### config.mk
export PLATFORM = sky130hd
export DESIGN_NAME = distance_vector_route_update_core
export DESIGN_NICKNAME = d
export VERILOG_FILES = /design/src/design/dvru_pkg.sv /design/src/design/distance_vector_route_update_core.sv /design/src/design/dvru_ram.sv /design/src/design/dvru_front.sv /design/src/design/dvru_back.sv
export VERILOG_INCLUDE_DIRS = /design/src /design/src/design
export SDC_FILE = /design/constraint.sdc
export NUM_CORES = 2
export LEC_CHECK = 0
export ABC_AREA = 0
export BUFFER_PORTS_ARGS = -buffer_cell sky130_fd_sc_hd__buf_2
export CORE_MARGIN = 2
export CORE_UTILIZATION = 50
export CTS_CLUSTER_DIAMETER = 30
export CTS_CLUSTER_SIZE = 40
export DETAILED_ROUTE_END_ITERATION = 8
export HOLD_SLACK_MARGIN = 0.05
export PLACE_DENSITY = 0.65
export SYNTH_ARGS = -nofsm -noshare
export SYNTH_HDL_FRONTEND = slang
export SYNTH_HIERARCHICAL = 1
export SYNTH_SLANG_ARGS = --single-unit
export TNS_END_PERCENT = 20
### constraint.sdc
create_clock -name clk -period 10.2 [get_ports clk]
set_clock_uncertainty 0.05 [all_clocks]
set_input_delay 0.51 -clock clk [delete_from_list [all_inputs] [get_ports clk]]
set_output_delay 0.51 -clock clk [all_outputs]
set_load 0.1 [all_outputs]
### src/design/distance_vector_route_update_core_defines.svh
// Assertion macros for the route update core RTL (used by dvru_back).
`ifndef DISTANCE_VECTOR_ROUTE_UPDATE_CORE_DEFINES_SVH
`define DISTANCE_VECTOR_ROUTE_UPDATE_CORE_DEFINES_SVH

// Same-cycle implication, checked on clk, off during reset.
`define DVRU_ASSERT_NOW(label, ante, cons, msg) \
	label: assert property (@(posedge clk) disable iff (!arst_n) (ante) |-> (cons)) \
		else $error(msg);

// Next-cycle implication, checked on clk, off during reset.
`define DVRU_ASSERT_NEXT(label, ante, cons, msg) \
	label: assert property (@(posedge clk) disable iff (!arst_n) (ante) |=> (cons)) \
		else $error(msg);

`endif

### src/design/dvru_pkg.sv
// Types and constants of the route update core.
package dvru_pkg;

	localparam int NODE_COUNT  = 128;
	localparam int NODE_W      = 7;
	localparam int TABLE_DEPTH = 1 << NODE_W;
	localparam int COST_W      = 16;
	localparam int ENTRY_W     = COST_W + NODE_W;
	localparam int WALK_W      = (NODE_COUNT > 1) ? $clog2(NODE_COUNT) : 1;

	localparam logic [COST_W-1:0] COST_MAX = '1;

	localparam int QUEUE_DEPTH = 2;
	localparam int QPTR_W      = (QUEUE_DEPTH > 1) ? $clog2(QUEUE_DEPTH) : 1;
	localparam int QCNT_W      = $clog2(QUEUE_DEPTH + 1);

	localparam int FIELDS_W   = 2 * NODE_W + COST_W;
	localparam int IN_DATA_W  = ((FIELDS_W + 7) / 8) * 8;
	localparam int OUT_DATA_W = ((FIELDS_W + 7) / 8) * 8;
	localparam int SRC_LSB    = 0;
	localparam int DST_LSB    = NODE_W;
	localparam int COST_LSB   = 2 * NODE_W;

	typedef enum logic [1:0] {
		KIND_OWN,
		KIND_LINK,
		KIND_ADV
	} kind_t;

	typedef struct packed {
		kind_t              kind;
		logic [NODE_W-1:0]  src;
		logic [NODE_W-1:0]  dst;
		logic [COST_W-1:0]  cost;
	} item_t;

	typedef struct packed {
		logic [NODE_W-1:0]  dst;
		logic [COST_W-1:0]  cost;
		logic [NODE_W-1:0]  hop;
		logic               changed;
		logic               fault;
	} res_t;

endpackage

### src/design/distance_vector_route_update_core.sv
// Top level of the route update core: configuration register and channel packing.
//
// Keeps the routing table of one router. Requests enter on the s_ channel:
// tuser is the mode (0 direct link, 1 neighbor advertisement), tdata carries
// source_node, dest_node and route_cost. Every request yields exactly one
// result on the m_ channel: tdata carries dest_echo, best_cost and first_hop,
// tuser carries changed and fault.
// cfg_data sets own_node; write it only while no request is in flight.
// A two-entry queue decouples the input from the table engine, and a result
// register decouples the engine from the receiver. A stalled receiver leaves
// one result in that register, one in the engine and two requests queued
// before s_tready drops.
// Engine path per request: no table read when dest_node is own_node; a read of
// the dest_node entry for a link or an advertisement from an unknown or own
// source; that read and a read of the source entry for an advertisement that
// does not improve; and after those, the first-hop walk, which reads k entries
// (k up to NODE_COUNT), whether it succeeds or faults.
// Every table read and every walk step uses the single RAM read port.
// Reset clears all known flags at once and sets own_node to 0; no sweep.
module distance_vector_route_update_core import dvru_pkg::*; (
	input  logic                  clk,
	input  logic                  arst_n,
	input  logic                  cfg_valid,
	output logic                  cfg_ready,
	input  logic [NODE_W-1:0]     cfg_data,
	input  logic                  s_tvalid,
	output logic                  s_tready,
	input  logic [IN_DATA_W-1:0]  s_tdata,   // source_node, dest_node, route_cost, zero pad
	input  logic                  s_tuser,   // mode
	output logic                  m_tvalid,
	input  logic                  m_tready,
	output logic [OUT_DATA_W-1:0] m_tdata,   // dest_echo, best_cost, first_hop, zero pad
	output logic [1:0]            m_tuser    // changed, fault
);

	logic [NODE_W-1:0] own_node_q;
	logic              q_valid;
	item_t             q_item;
	logic              q_pop;
	res_t              out_res;

	assign cfg_ready = 1'b1;

	always_ff @(posedge clk or negedge arst_n) begin
		if (!arst_n) begin
			own_node_q <= '0;
		end else if (cfg_valid && cfg_ready) begin
			own_node_q <= cfg_data;
		end
	end

	dvru_front u_front (
		.clk      (clk),
		.arst_n   (arst_n),
		.own_node (own_node_q),
		.s_tvalid (s_tvalid),
		.s_tready (s_tready),
		.s_tdata  (s_tdata),
		.s_tuser  (s_tuser),
		.q_valid  (q_valid),
		.q_item   (q_item),
		.q_pop    (q_pop)
	);

	dvru_back u_back (
		.clk       (clk),
		.arst_n    (arst_n),
		.own_node  (own_node_q),
		.q_valid   (q_valid),
		.q_item    (q_item),
		.q_pop     (q_pop),
		.out_valid (m_tvalid),
		.out_ready (m_tready),
		.out_res   (out_res)
	);

	assign m_tdata = {{(OUT_DATA_W - FIELDS_W){1'b0}}, out_res.hop, out_res.cost, out_res.dst};
	assign m_tuser = {out_res.fault, out_res.changed};

endmodule

### src/design/dvru_ram.sv
// Generic single-write, single-read RAM with registered read data.
module dvru_ram #(
	parameter int WIDTH = 8,
	parameter int DEPTH = 16
) (
	input  logic                     clk,
	input  logic                     wr_en,
	input  logic [$clog2(DEPTH)-1:0] wr_addr,
	input  logic [WIDTH-1:0]         wr_data,
	input  logic                     rd_en,
	input  logic [$clog2(DEPTH)-1:0] rd_addr,
	output logic [WIDTH-1:0]         rd_data
);

	logic [WIDTH-1:0] mem_q [DEPTH];

	always_ff @(posedge clk) begin
		if (wr_en) begin
			mem_q[wr_addr] <= wr_data;
		end
		if (rd_en) begin
			rd_data <= mem_q[rd_addr];
		end
	end

endmodule

### src/design/dvru_front.sv
// Front end: accepts requests, classifies them and queues them for the back end.
module dvru_front import dvru_pkg::*; (
	input  logic                 clk,
	input  logic                 arst_n,
	input  logic [NODE_W-1:0]    own_node,
	input  logic                 s_tvalid,
	output logic                 s_tready,
	input  logic [IN_DATA_W-1:0] s_tdata,
	input  logic                 s_tuser,
	output logic                 q_valid,
	output item_t                q_item,
	input  logic                 q_pop
);

	item_t             slot_q [QUEUE_DEPTH];
	logic [QPTR_W-1:0] wr_ptr_q;
	logic [QPTR_W-1:0] rd_ptr_q;
	logic [QCNT_W-1:0] cnt_q;
	logic              push;
	logic              pop;
	item_t             in_item;

	always_comb begin
		in_item.src  = s_tdata[SRC_LSB +: NODE_W];
		in_item.dst  = s_tdata[DST_LSB +: NODE_W];
		in_item.cost = s_tdata[COST_LSB +: COST_W];
		if (in_item.dst == own_node) begin
			in_item.kind = KIND_OWN;
		end else if (s_tuser) begin
			in_item.kind = KIND_ADV;
		end else begin
			in_item.kind = KIND_LINK;
		end
	end

	assign s_tready = (cnt_q != QCNT_W'(QUEUE_DEPTH));
	assign q_valid  = (cnt_q != '0);
	assign q_item   = slot_q[rd_ptr_q];
	assign push     = s_tvalid && s_tready;
	assign pop      = q_pop && q_valid;

	always_ff @(posedge clk or negedge arst_n) begin
		if (!arst_n) begin
			wr_ptr_q <= '0;
			rd_ptr_q <= '0;
			cnt_q    <= '0;
		end else begin
			if (push) begin
				wr_ptr_q <= (wr_ptr_q == QPTR_W'(QUEUE_DEPTH - 1)) ? '0 : wr_ptr_q + 1'b1;
			end
			if (pop) begin
				rd_ptr_q <= (rd_ptr_q == QPTR_W'(QUEUE_DEPTH - 1)) ? '0 : rd_ptr_q + 1'b1;
			end
			case ({push, pop})
				2'b10:   cnt_q <= cnt_q + 1'b1;
				2'b01:   cnt_q <= cnt_q - 1'b1;
				default: cnt_q <= cnt_q;
			endcase
		end
	end

	always_ff @(posedge clk) begin
		if (push) begin
			slot_q[wr_ptr_q] <= in_item;
		end
	end

endmodule

### src/design/dvru_back.sv
// Back end: table read-modify-write, first-hop walk and the output register.
`include "distance_vector_route_update_core_defines.svh"

module dvru_back import dvru_pkg::*; (
	input  logic              clk,
	input  logic              arst_n,
	input  logic [NODE_W-1:0] own_node,
	input  logic              q_valid,
	input  item_t             q_item,
	output logic              q_pop,
	output logic              out_valid,
	input  logic              out_ready,
	output res_t              out_res
);

	localparam logic [2:0] S_IDLE   = 3'd0;
	localparam logic [2:0] S_RD_DST = 3'd1;
	localparam logic [2:0] S_RD_SRC = 3'd2;
	localparam logic [2:0] S_WALK   = 3'd3;
	localparam logic [2:0] S_OUT    = 3'd4;

	logic [2:0]             state_q, state_d;
	logic [TABLE_DEPTH-1:0] known_q;
	item_t                  cur_q;
	logic [COST_W-1:0]      dcost_q;
	logic [NODE_W-1:0]      dhop_q;
	logic [COST_W-1:0]      sum_q;
	logic [NODE_W-1:0]      hop_q;
	logic [WALK_W-1:0]      cnt_q;
	res_t                   res_q, res_d;
	logic                   out_valid_q;
	res_t                   out_res_q;

	logic                   rd_en, wr_en;
	logic [NODE_W-1:0]      rd_addr;
	logic [ENTRY_W-1:0]     rd_data, wr_data;
	logic [COST_W-1:0]      rd_cost;
	logic [NODE_W-1:0]      rd_hop;

	logic                   res_load, set_known, walk_start, walk_adv, out_load;
	logic                   dst_known, src_bad, link_upd, adv_upd;
	logic                   hop_self, walk_limit, next_bad;
	logic [COST_W:0]        sum_wide;
	logic [COST_W-1:0]      sum_sat;

	dvru_ram #(
		.WIDTH (ENTRY_W),
		.DEPTH (TABLE_DEPTH)
	) u_table (
		.clk     (clk),
		.wr_en   (wr_en),
		.wr_addr (cur_q.dst),
		.wr_data (wr_data),
		.rd_en   (rd_en),
		.rd_addr (rd_addr),
		.rd_data (rd_data)
	);

	assign rd_cost    = rd_data[ENTRY_W-1:NODE_W];
	assign rd_hop     = rd_data[NODE_W-1:0];
	assign dst_known  = known_q[cur_q.dst];
	assign src_bad    = (cur_q.src == own_node) || !known_q[cur_q.src];
	assign link_upd   = !dst_known || (rd_cost > cur_q.cost);
	assign sum_wide   = {1'b0, rd_cost} + {1'b0, cur_q.cost};
	assign sum_sat    = sum_wide[COST_W] ? COST_MAX : sum_wide[COST_W-1:0];
	assign adv_upd    = !dst_known || (dcost_q > sum_sat);
	assign hop_self   = (rd_hop == hop_q);
	assign walk_limit = (cnt_q == WALK_W'(NODE_COUNT - 1));
	assign next_bad   = (rd_hop == own_node) || !known_q[rd_hop];
	assign out_load   = (state_q == S_OUT) && (!out_valid_q || out_ready);

	always_comb begin
		state_d    = state_q;
		q_pop      = 1'b0;
		rd_en      = 1'b0;
		rd_addr    = cur_q.src;
		wr_en      = 1'b0;
		wr_data    = {cur_q.cost, cur_q.dst};
		res_load   = 1'b0;
		res_d      = '{dst: cur_q.dst, cost: '0, hop: '0, changed: 1'b0, fault: 1'b0};
		set_known  = 1'b0;
		walk_start = 1'b0;
		walk_adv   = 1'b0;
		unique case (state_q)
			S_IDLE: begin
				if (q_valid) begin
					q_pop = 1'b1;
					if (q_item.kind == KIND_OWN) begin
						res_load  = 1'b1;
						res_d.dst = q_item.dst;
						res_d.hop = own_node;
						state_d   = S_OUT;
					end else begin
						rd_en   = 1'b1;
						rd_addr = q_item.dst;
						state_d = S_RD_DST;
					end
				end
			end
			S_RD_DST: begin
				res_load = 1'b1;
				state_d  = S_OUT;
				if (dst_known) begin
					res_d.cost = rd_cost;
					res_d.hop  = rd_hop;
				end
				if (cur_q.kind == KIND_LINK) begin
					if (link_upd) begin
						wr_en         = 1'b1;
						set_known     = 1'b1;
						res_d.cost    = cur_q.cost;
						res_d.hop     = cur_q.dst;
						res_d.changed = 1'b1;
					end
				end else if (src_bad) begin
					res_d.fault = 1'b1;
				end else begin
					res_load = 1'b0;
					rd_en    = 1'b1;
					state_d  = S_RD_SRC;
				end
			end
			S_RD_SRC: begin
				if (adv_upd) begin
					// first hop: follow next hops from the advertising neighbour
					rd_en      = 1'b1;
					walk_start = 1'b1;
					state_d    = S_WALK;
				end else begin
					res_load = 1'b1;
					if (dst_known) begin
						res_d.cost = dcost_q;
						res_d.hop  = dhop_q;
					end
					state_d = S_OUT;
				end
			end
			S_WALK: begin
				if (hop_self) begin
					wr_en         = 1'b1;
					wr_data       = {sum_q, hop_q};
					set_known     = 1'b1;
					res_load      = 1'b1;
					res_d.cost    = sum_q;
					res_d.hop     = hop_q;
					res_d.changed = 1'b1;
					state_d       = S_OUT;
				end else if (walk_limit || next_bad) begin
					res_load    = 1'b1;
					res_d.fault = 1'b1;
					if (dst_known) begin
						res_d.cost = dcost_q;
						res_d.hop  = dhop_q;
					end
					state_d = S_OUT;
				end else begin
					rd_en    = 1'b1;
					rd_addr  = rd_hop;
					walk_adv = 1'b1;
				end
			end
			S_OUT: begin
				if (out_load) begin
					state_d = S_IDLE;
				end
			end
			default: begin
				state_d = S_IDLE;
			end
		endcase
	end

	always_ff @(posedge clk or negedge arst_n) begin
		if (!arst_n) begin
			state_q     <= S_IDLE;
			known_q     <= '0;
			out_valid_q <= 1'b0;
		end else begin
			state_q <= state_d;
			if (set_known) begin
				known_q[cur_q.dst] <= 1'b1;
			end
			if (out_load) begin
				out_valid_q <= 1'b1;
			end else if (out_ready) begin
				out_valid_q <= 1'b0;
			end
		end
	end

	always_ff @(posedge clk) begin
		if (q_pop) begin
			cur_q <= q_item;
		end
		if (state_q == S_RD_DST) begin
			dcost_q <= rd_cost;
			dhop_q  <= rd_hop;
		end
		if (state_q == S_RD_SRC) begin
			sum_q <= sum_sat;
		end
		if (walk_start) begin
			hop_q <= cur_q.src;
			cnt_q <= '0;
		end else if (walk_adv) begin
			hop_q <= rd_hop;
			cnt_q <= cnt_q + 1'b1;
		end
		if (res_load) begin
			res_q <= res_d;
		end
		if (out_load) begin
			out_res_q <= res_q;
		end
	end

	assign out_valid = out_valid_q;
	assign out_res   = out_res_q;

	`DVRU_ASSERT_NOW(a_wr_state, wr_en, (state_q == S_RD_DST) || (state_q == S_WALK), "table write outside update state")
	`DVRU_ASSERT_NOW(a_walk_known, state_q == S_WALK, known_q[hop_q] && (hop_q != own_node), "walk on unknown or own entry")
	`DVRU_ASSERT_NOW(a_res_flags, out_valid_q, !(out_res_q.changed && out_res_q.fault), "result both changed and faulted")
	`DVRU_ASSERT_NEXT(a_pop_leave, q_pop, state_q != S_IDLE, "pop did not start an item")

endmodule
# After elaboration in Yosys (flattened, before gate mapping)
# Memory sizes are Yosys's and may differ from the RTL's. A register that Yosys moved wholly into a read port is not among the register bits.
# Index checks and enable logic that the tools add are counted.
# Widths: inputs -> output; s select.
dict set report classes {
  n_addsub 6
  magnitude_cmp 6
  eq_ne 16
  n_mux 79
  bitwise 1
  n_reduce_logical 21
}
# cell count
set op_table {}
lappend op_table {{$mux 23} 7}
lappend op_table {{$or 128x128->128} 1}
lappend op_table {{$mux 7} 11}
lappend op_table {{$mux 24} 2}
lappend op_table {{$pmux 16 s3} 1}
lappend op_table {{$mux 1} 35}
lappend op_table {{$gt 16x16->1} 2}
lappend op_table {{$eq 7x7->1} 4}
lappend op_table {{$pmux 7 s4} 1}
lappend op_table {{$lt 7x8->1 const B} 3}
lappend op_table {{$mux 3} 8}
lappend op_table {{$bmux 1 s7} 3}
lappend op_table {{$add 16x16->17} 1}
lappend op_table {{$mux 16} 1}
lappend op_table {{$pmux 3 s5} 1}
lappend op_table {{$pmux 7 s2} 1}
lappend op_table {{$pmux 1 s4} 2}
lappend op_table {{$pmux 2 s2} 2}
lappend op_table {{$reduce_bool 2->1} 4}
lappend op_table {{$add 7x1->7 const B} 1}
lappend op_table {{$demux 1 s7} 1}
lappend op_table {{$eq 7x7->1 const B} 1}
lappend op_table {{$ge 7x1->1 const B} 1}
lappend op_table {{$eq 3x2->1 const B} 2}
lappend op_table {{other kinds (18)} 33}
dict set report word_totals {
  register_bits 292
  mem_bits_rw 3008
  inputBits 45
  output_inout_bits 37
  elab_cells 157
  n_memories 2
}
# name depth width read_ports rd_clocked_by_memory_dff wr line_no
set memory_table {}
lappend memory_table {u_back.u_table.mem_q 128 23 1 1 1 dvru_ram.sv:15} ;# logic [WIDTH-1:0] mem_q [DEPTH];
lappend memory_table {u_front.slot_q 2 32 1 0 1 dvru_front.sv:15} ;# item_t slot_q [QUEUE_DEPTH];

# Logic depth before layout (Yosys ltp)
dict set report logic_depth {
  ltp_word 10
  ltp_mapped 22
  mapped_depth_nobuf 19
}

# Hierarchy
# The synthesis kept the hierarchy.
# mod n_inst cells_per_inst area_per_inst_um2
set modules_own_cells {}
lappend modules_own_cells {dvru_ram 1 4356 112804.4}
lappend modules_own_cells {dvru_back 1 1349 16329.4}
lappend modules_own_cells {dvru_front 1 128 2607.5}
lappend modules_own_cells {distance_vector_route_update_core 1 20 321.6}

# Least setup slack after synthesis
# OpenSTA, ideal clock, no wires.
dict set report synth_timing {
  path_kind {reg2reg}
  from {register u_back.u_table.rd_data[2] (read register of u_back.u_table.mem_q)}
  to {memory u_back/u_table/mem_q[0][10] (netlist name), data pin}
  setup_ns 1.197
  arrival_ns 6.736
  slack_ns 2.217
  stages_incl_launch_ff 11
  path_buffers 6
  path_cell_list {edfxtp_1 > buf_4 > buf_6 > buf_2 > xor2_1 > nor4_1 > and2_1 > buf_2 > buf_2 > clkbuf_1 > o21ai_0}
}
dict set report synth_via {
  elab_chain_len 3
}
# item line_no
set synth_lines {}
lappend synth_lines {{start, declared} dvru_ram.sv:12} ;# output logic [WIDTH-1:0] rd_data
lappend synth_lines {{$eq 7x7->1} dvru_back.sv:67} ;# assign hop_self = (rd_hop == hop_q);
lappend synth_lines {{$mux 23} dvru_back.sv:139} ;# if (hop_self) begin
lappend synth_lines {{$mux 23} dvru_back.sv:84} ;# unique case (state_q)
lappend synth_lines {{named net u_back.wr_data[10]} dvru_back.sv:36} ;# logic [ENTRY_W-1:0] rd_data, wr_data;
lappend synth_lines {{end, declared} dvru_ram.sv:15}
# The timed path passes the listed nets, and every way through them passes these cells.

# Worst setup path in the final report
dict set report layout_timing {
  from {register u_back.u_table.rd_data[0] (read register of u_back.u_table.mem_q)}
  to {register u_back.u_table.rd_data[8] (read register of u_back.u_table.mem_q), data pin}
}
dict set report layout_via {
  elab_chain_len 8
}
# item line_no
set layout_lines {}
lappend layout_lines {{$bmux 1 s7} dvru_back.sv:69} ;# assign next_bad = (rd_hop == own_node) || !known_q[rd_hop];
lappend layout_lines {{$mux 1 (implied by the code)} dvru_back.sv:69}
lappend layout_lines {{$logic_not 1->1} dvru_back.sv:69}
lappend layout_lines {{$logic_or 1x1->1} dvru_back.sv:69}
lappend layout_lines {{$logic_or 1x1->1} dvru_back.sv:148} ;# end else if (walk_limit || next_bad) begin
lappend layout_lines {{$mux 7} dvru_back.sv:148}
lappend layout_lines {{$mux 7 (*)} dvru_back.sv:139}
lappend layout_lines {{$pmux 7 s2 (*)} dvru_back.sv:84}
lappend layout_lines {{named net u_back.rd_addr[0]} dvru_back.sv:35} ;# logic [NODE_W-1:0] rd_addr;
# The timed path passes the listed nets; every way through them passes the cells marked *. The select of a mux whose other input is x is not followed.
# A chain may end at the register's enable or synchronous reset.

==> flow_metrics.env <==
export IMPL_reg2reg_to="u_back/u_table/rd_data[8]"
export IMPL_htree_levels=6
export IMPL_finalHoldViolations=0
export IMPL_critPathKind="flip-flop to flip-flop"
export IMPL_ys_types=86
export IMPL_crit_path_start_kind="flip-flop"
export IMPL_use_met2_pct=39.2
export IMPL_vdd_drop_max_mv=0.537
export IMPL_cp_arrival_ns=8.33
export IMPL_wl_per_cell_um=32.2
export IMPL_die_w_um=518
export IMPL_slew_violations=0
export IMPL_tightestPinTransition_ns=1.41
export IMPL_register_area_um2=99000
export IMPL_area_growth_pct=19.4
export IMPL_fmax_ghz=0.129
export IMPL_cp_max_fo=59
export IMPL_postSynthCellCount=5853
export IMPL_maxCapViolCount=0
export IMPL_ys_ff_latch=3323
export IMPL_cp_slowest_cell="a21oi_4"
export IMPL_synth_top_area_cell="edfxtp_1"
export IMPL_cpMostUsedCell="mux4_2"
export IMPL_cp_slowest_stage_delay_ns=0.83
export IMPL_period_share_pct=75.9
export IMPL_grt_util_met3_pct=4.61
export IMPL_multiInputGateArea_um2=32100
export IMPL_setup_violations_final=0
export IMPL_worst_r2r_startpoint="u_back/u_table/rd_data[0]"
export IMPL_fin_setup_tns_ns=0
export IMPL_cts_reportedPaths_clkPinSlew_ns=0.06
export IMPL_synth_edf_count=3173
export IMPL_grtUsageTotal_pct=24.9
export IMPL_async_reset_ff_share_pct=4.30
export IMPL_worstSetupEndpointType="flip-flop"
export IMPL_cts_tree="done"
export IMPL_initial_utilization_pct=50.3
export IMPL_maxSlewHeadroom_pct=5.66
export IMPL_routed_wirelength_mm=336
export IMPL_grt_setup_unrepaired="no"
export IMPL_layout_cells_non_filler=10400
export IMPL_ant_nets=0
export IMPL_synth_most_common_cell="edfxtp_1"
export IMPL_hold_slack_ns=0.113
export IMPL_reg2reg_depth=15
export IMPL_yosys_warnings=6
export IMPL_avgSynthCellArea_um2=22.6
export IMPL_cts_buffers=574
export IMPL_post_cts_resized=0
export IMPL_dp_hpwl_mm=180
export IMPL_port_buffer_count=76
export IMPL_vias=65800
export IMPL_reg2reg_setup_slack_ns=2.46
export IMPL_period_minus_slack_ns=7.74
export IMPL_synth_flop_cell="edfxtp_1"
export IMPL_clock_latency_ns=0.92
export IMPL_synthTopCellsByCount="edfxtp_1 (3,173), mux4_2 (1,020), nor2_1 (202), clkbuf_1 (157), dfrtp_1 (143)"
export IMPL_synth_top_cell_area_share_pct=72.1
export IMPL_dp_cells=9339
export IMPL_die_h_um=518
export IMPL_netlist_top_cells_area="edfxtp_1 (72%), mux4_2 (17%), dfrtp_1 (2.7%), a21o_1 (0.76%), mux2_2 (0.61%)"
export IMPL_cts_setup_buffers=0
export IMPL_top_usage_layer="met2"
export IMPL_grt_ovfl_total=0
export IMPL_firstDrtPassIters=6
export IMPL_drive_gt1_share_pct=36.2
export IMPL_crit_chain="buf_4 -> mux4_1 -> mux2i_1 -> mux4_1 -> mux2i_1 -> or2_4 -> and3_2 -> a221oi_1 -> a21oi_4 -> buf_12 -> buf_12 -> mux4_2 -> mux4_2 -> mux4_2 -> mux2_2"
export IMPL_grt_pass1_vias=67200
export IMPL_viasPerCell=6.31
export IMPL_final_nets=6544
export IMPL_grt_pass1_wl_mm=480
export IMPL_antenna_found_initial=20
export IMPL_first_iter_violations=8518
export IMPL_rows=188
export IMPL_ys_seq_area_share_pct=75.0
export IMPL_grt_max_degree=118
export IMPL_hold_buffers=48
export IMPL_p_per_area_nw_per_um2=389
export IMPL_globalplace_congestion=0.868
export IMPL_cts_root_buffer="clkbuf_16"
export IMPL_cts_sinks=3323
export IMPL_drc=0
export IMPL_max_clock_path_buffers=4
export IMPL_worstPathRequired_ns=10.78
export IMPL_fillers=18000
export IMPL_core_um2=263000
export IMPL_status="complete, no violations"
export IMPL_met1_usage_pct=35.6
export IMPL_die_area_um2=268000
export IMPL_p_leak_uw=0.0526
export IMPL_hold_class="primary input to async pin"
export IMPL_ios=82
export IMPL_synth_area_um2=132000
-- cell type report --
cell class	count	area share (%)
multi-input combinational	2165	20.3
inverter	39	0.0928
clock inverter	385	2.70
clock buffer	650	9.50
sequential	3323	62.8
tap	3515	2.79
antenna	10	0.0159
timing repair buffer	345	1.78
-- worst max path at each step --
stage / slack [ns] / end / cells past startpoint / from
after CTS: 2.48 / u_back/u_table/rd_data[8] / 15 / u_back/u_table/rd_data[0]
after floorplan: 2.22 / u_back/u_table/mem_q[0][10] / 10 / u_back/u_table/rd_data[2]
after detailed placement: 2.54 / u_back/u_table/rd_data[8] / 15 / u_back/u_table/rd_data[0]
final: 2.46 / u_back/u_table/rd_data[8] / 15 / u_back/u_table/rd_data[0]
after global routing: 2.22 / u_back/u_table/rd_data[8] / 15 / u_back/u_table/rd_data[0]
after global placement: 2.53 / u_back/u_table/rd_data[20] / 15 / u_back/u_table/rd_data[0]
-- cell usage in the layout (no fill, tap or decap), drive strengths merged, types with 100 or more instances in the layout --
cell,count
clkbuf,650
nand2,130
clkinv,219
buf,297
nor2,204
a21o,133
inv,100
edfxtp,3173
mux4,1039
dfrtp,143
-- critical path: cells and delay by family, from the launching register on --
family,cells,cell delay [ns]
AOI/OAI and AO/OA,2,1.05
buffers and inverters,3,1.32
DFF,1,0.55
muxes,8,3.63
and+or+nand+nor,2,0.67
-- power breakdown --
group	total, uW	internal, uW	switching, uW
Sequential	18100	17700	462
Clock	18800	12200	6630
Combinational	24400	10100	14400
Total	61400	39900	21500
-- per-stage QoR --
step                      util [%]  total power (uW)  setup WS [ns]  area (um^2)
after floorplan                  -             34500           2.22       132000
after global placement        52.5             42500           2.53       138000
after detailed placement      52.5             42800           2.54       138000
after CTS                     60.1             61800           2.48       158000
after global routing          60.1             63400           2.22       158000
final                         60.1             61400           2.46       158000
-- per-layer routing --
metal  vias up  wire length, um
met2      3488           162000
met4         4             9990
met1     35400           132000
li1      26400                -
met5         -               27
met3       590            32000
-- cell families after synthesis --
logic type,after synthesis,synth area share [%]
mux,1158,18.8
flops,3323,75.0
fa+ha+maj,51,0.489
simple gates,523,1.84
xor+xnor,45,0.298
other cells,2,0.00569
buf+inv,366,1.37
compound gates,385,2.26
-- flip-flops by register name, indices dropped and copies added (netlist names), 16 cells and up --
register	flops
u_back/u_table/mem_q	2944
u_back/known_q	128
u_front/slot_q	64
u_back/cur_q	32
u_back/out_res	32
u_back/res_q	32
u_back/u_table/rd_data	23
u_back/dcost_q	16
u_back/sum_q	16
Power figures use the tool's default switching activity.
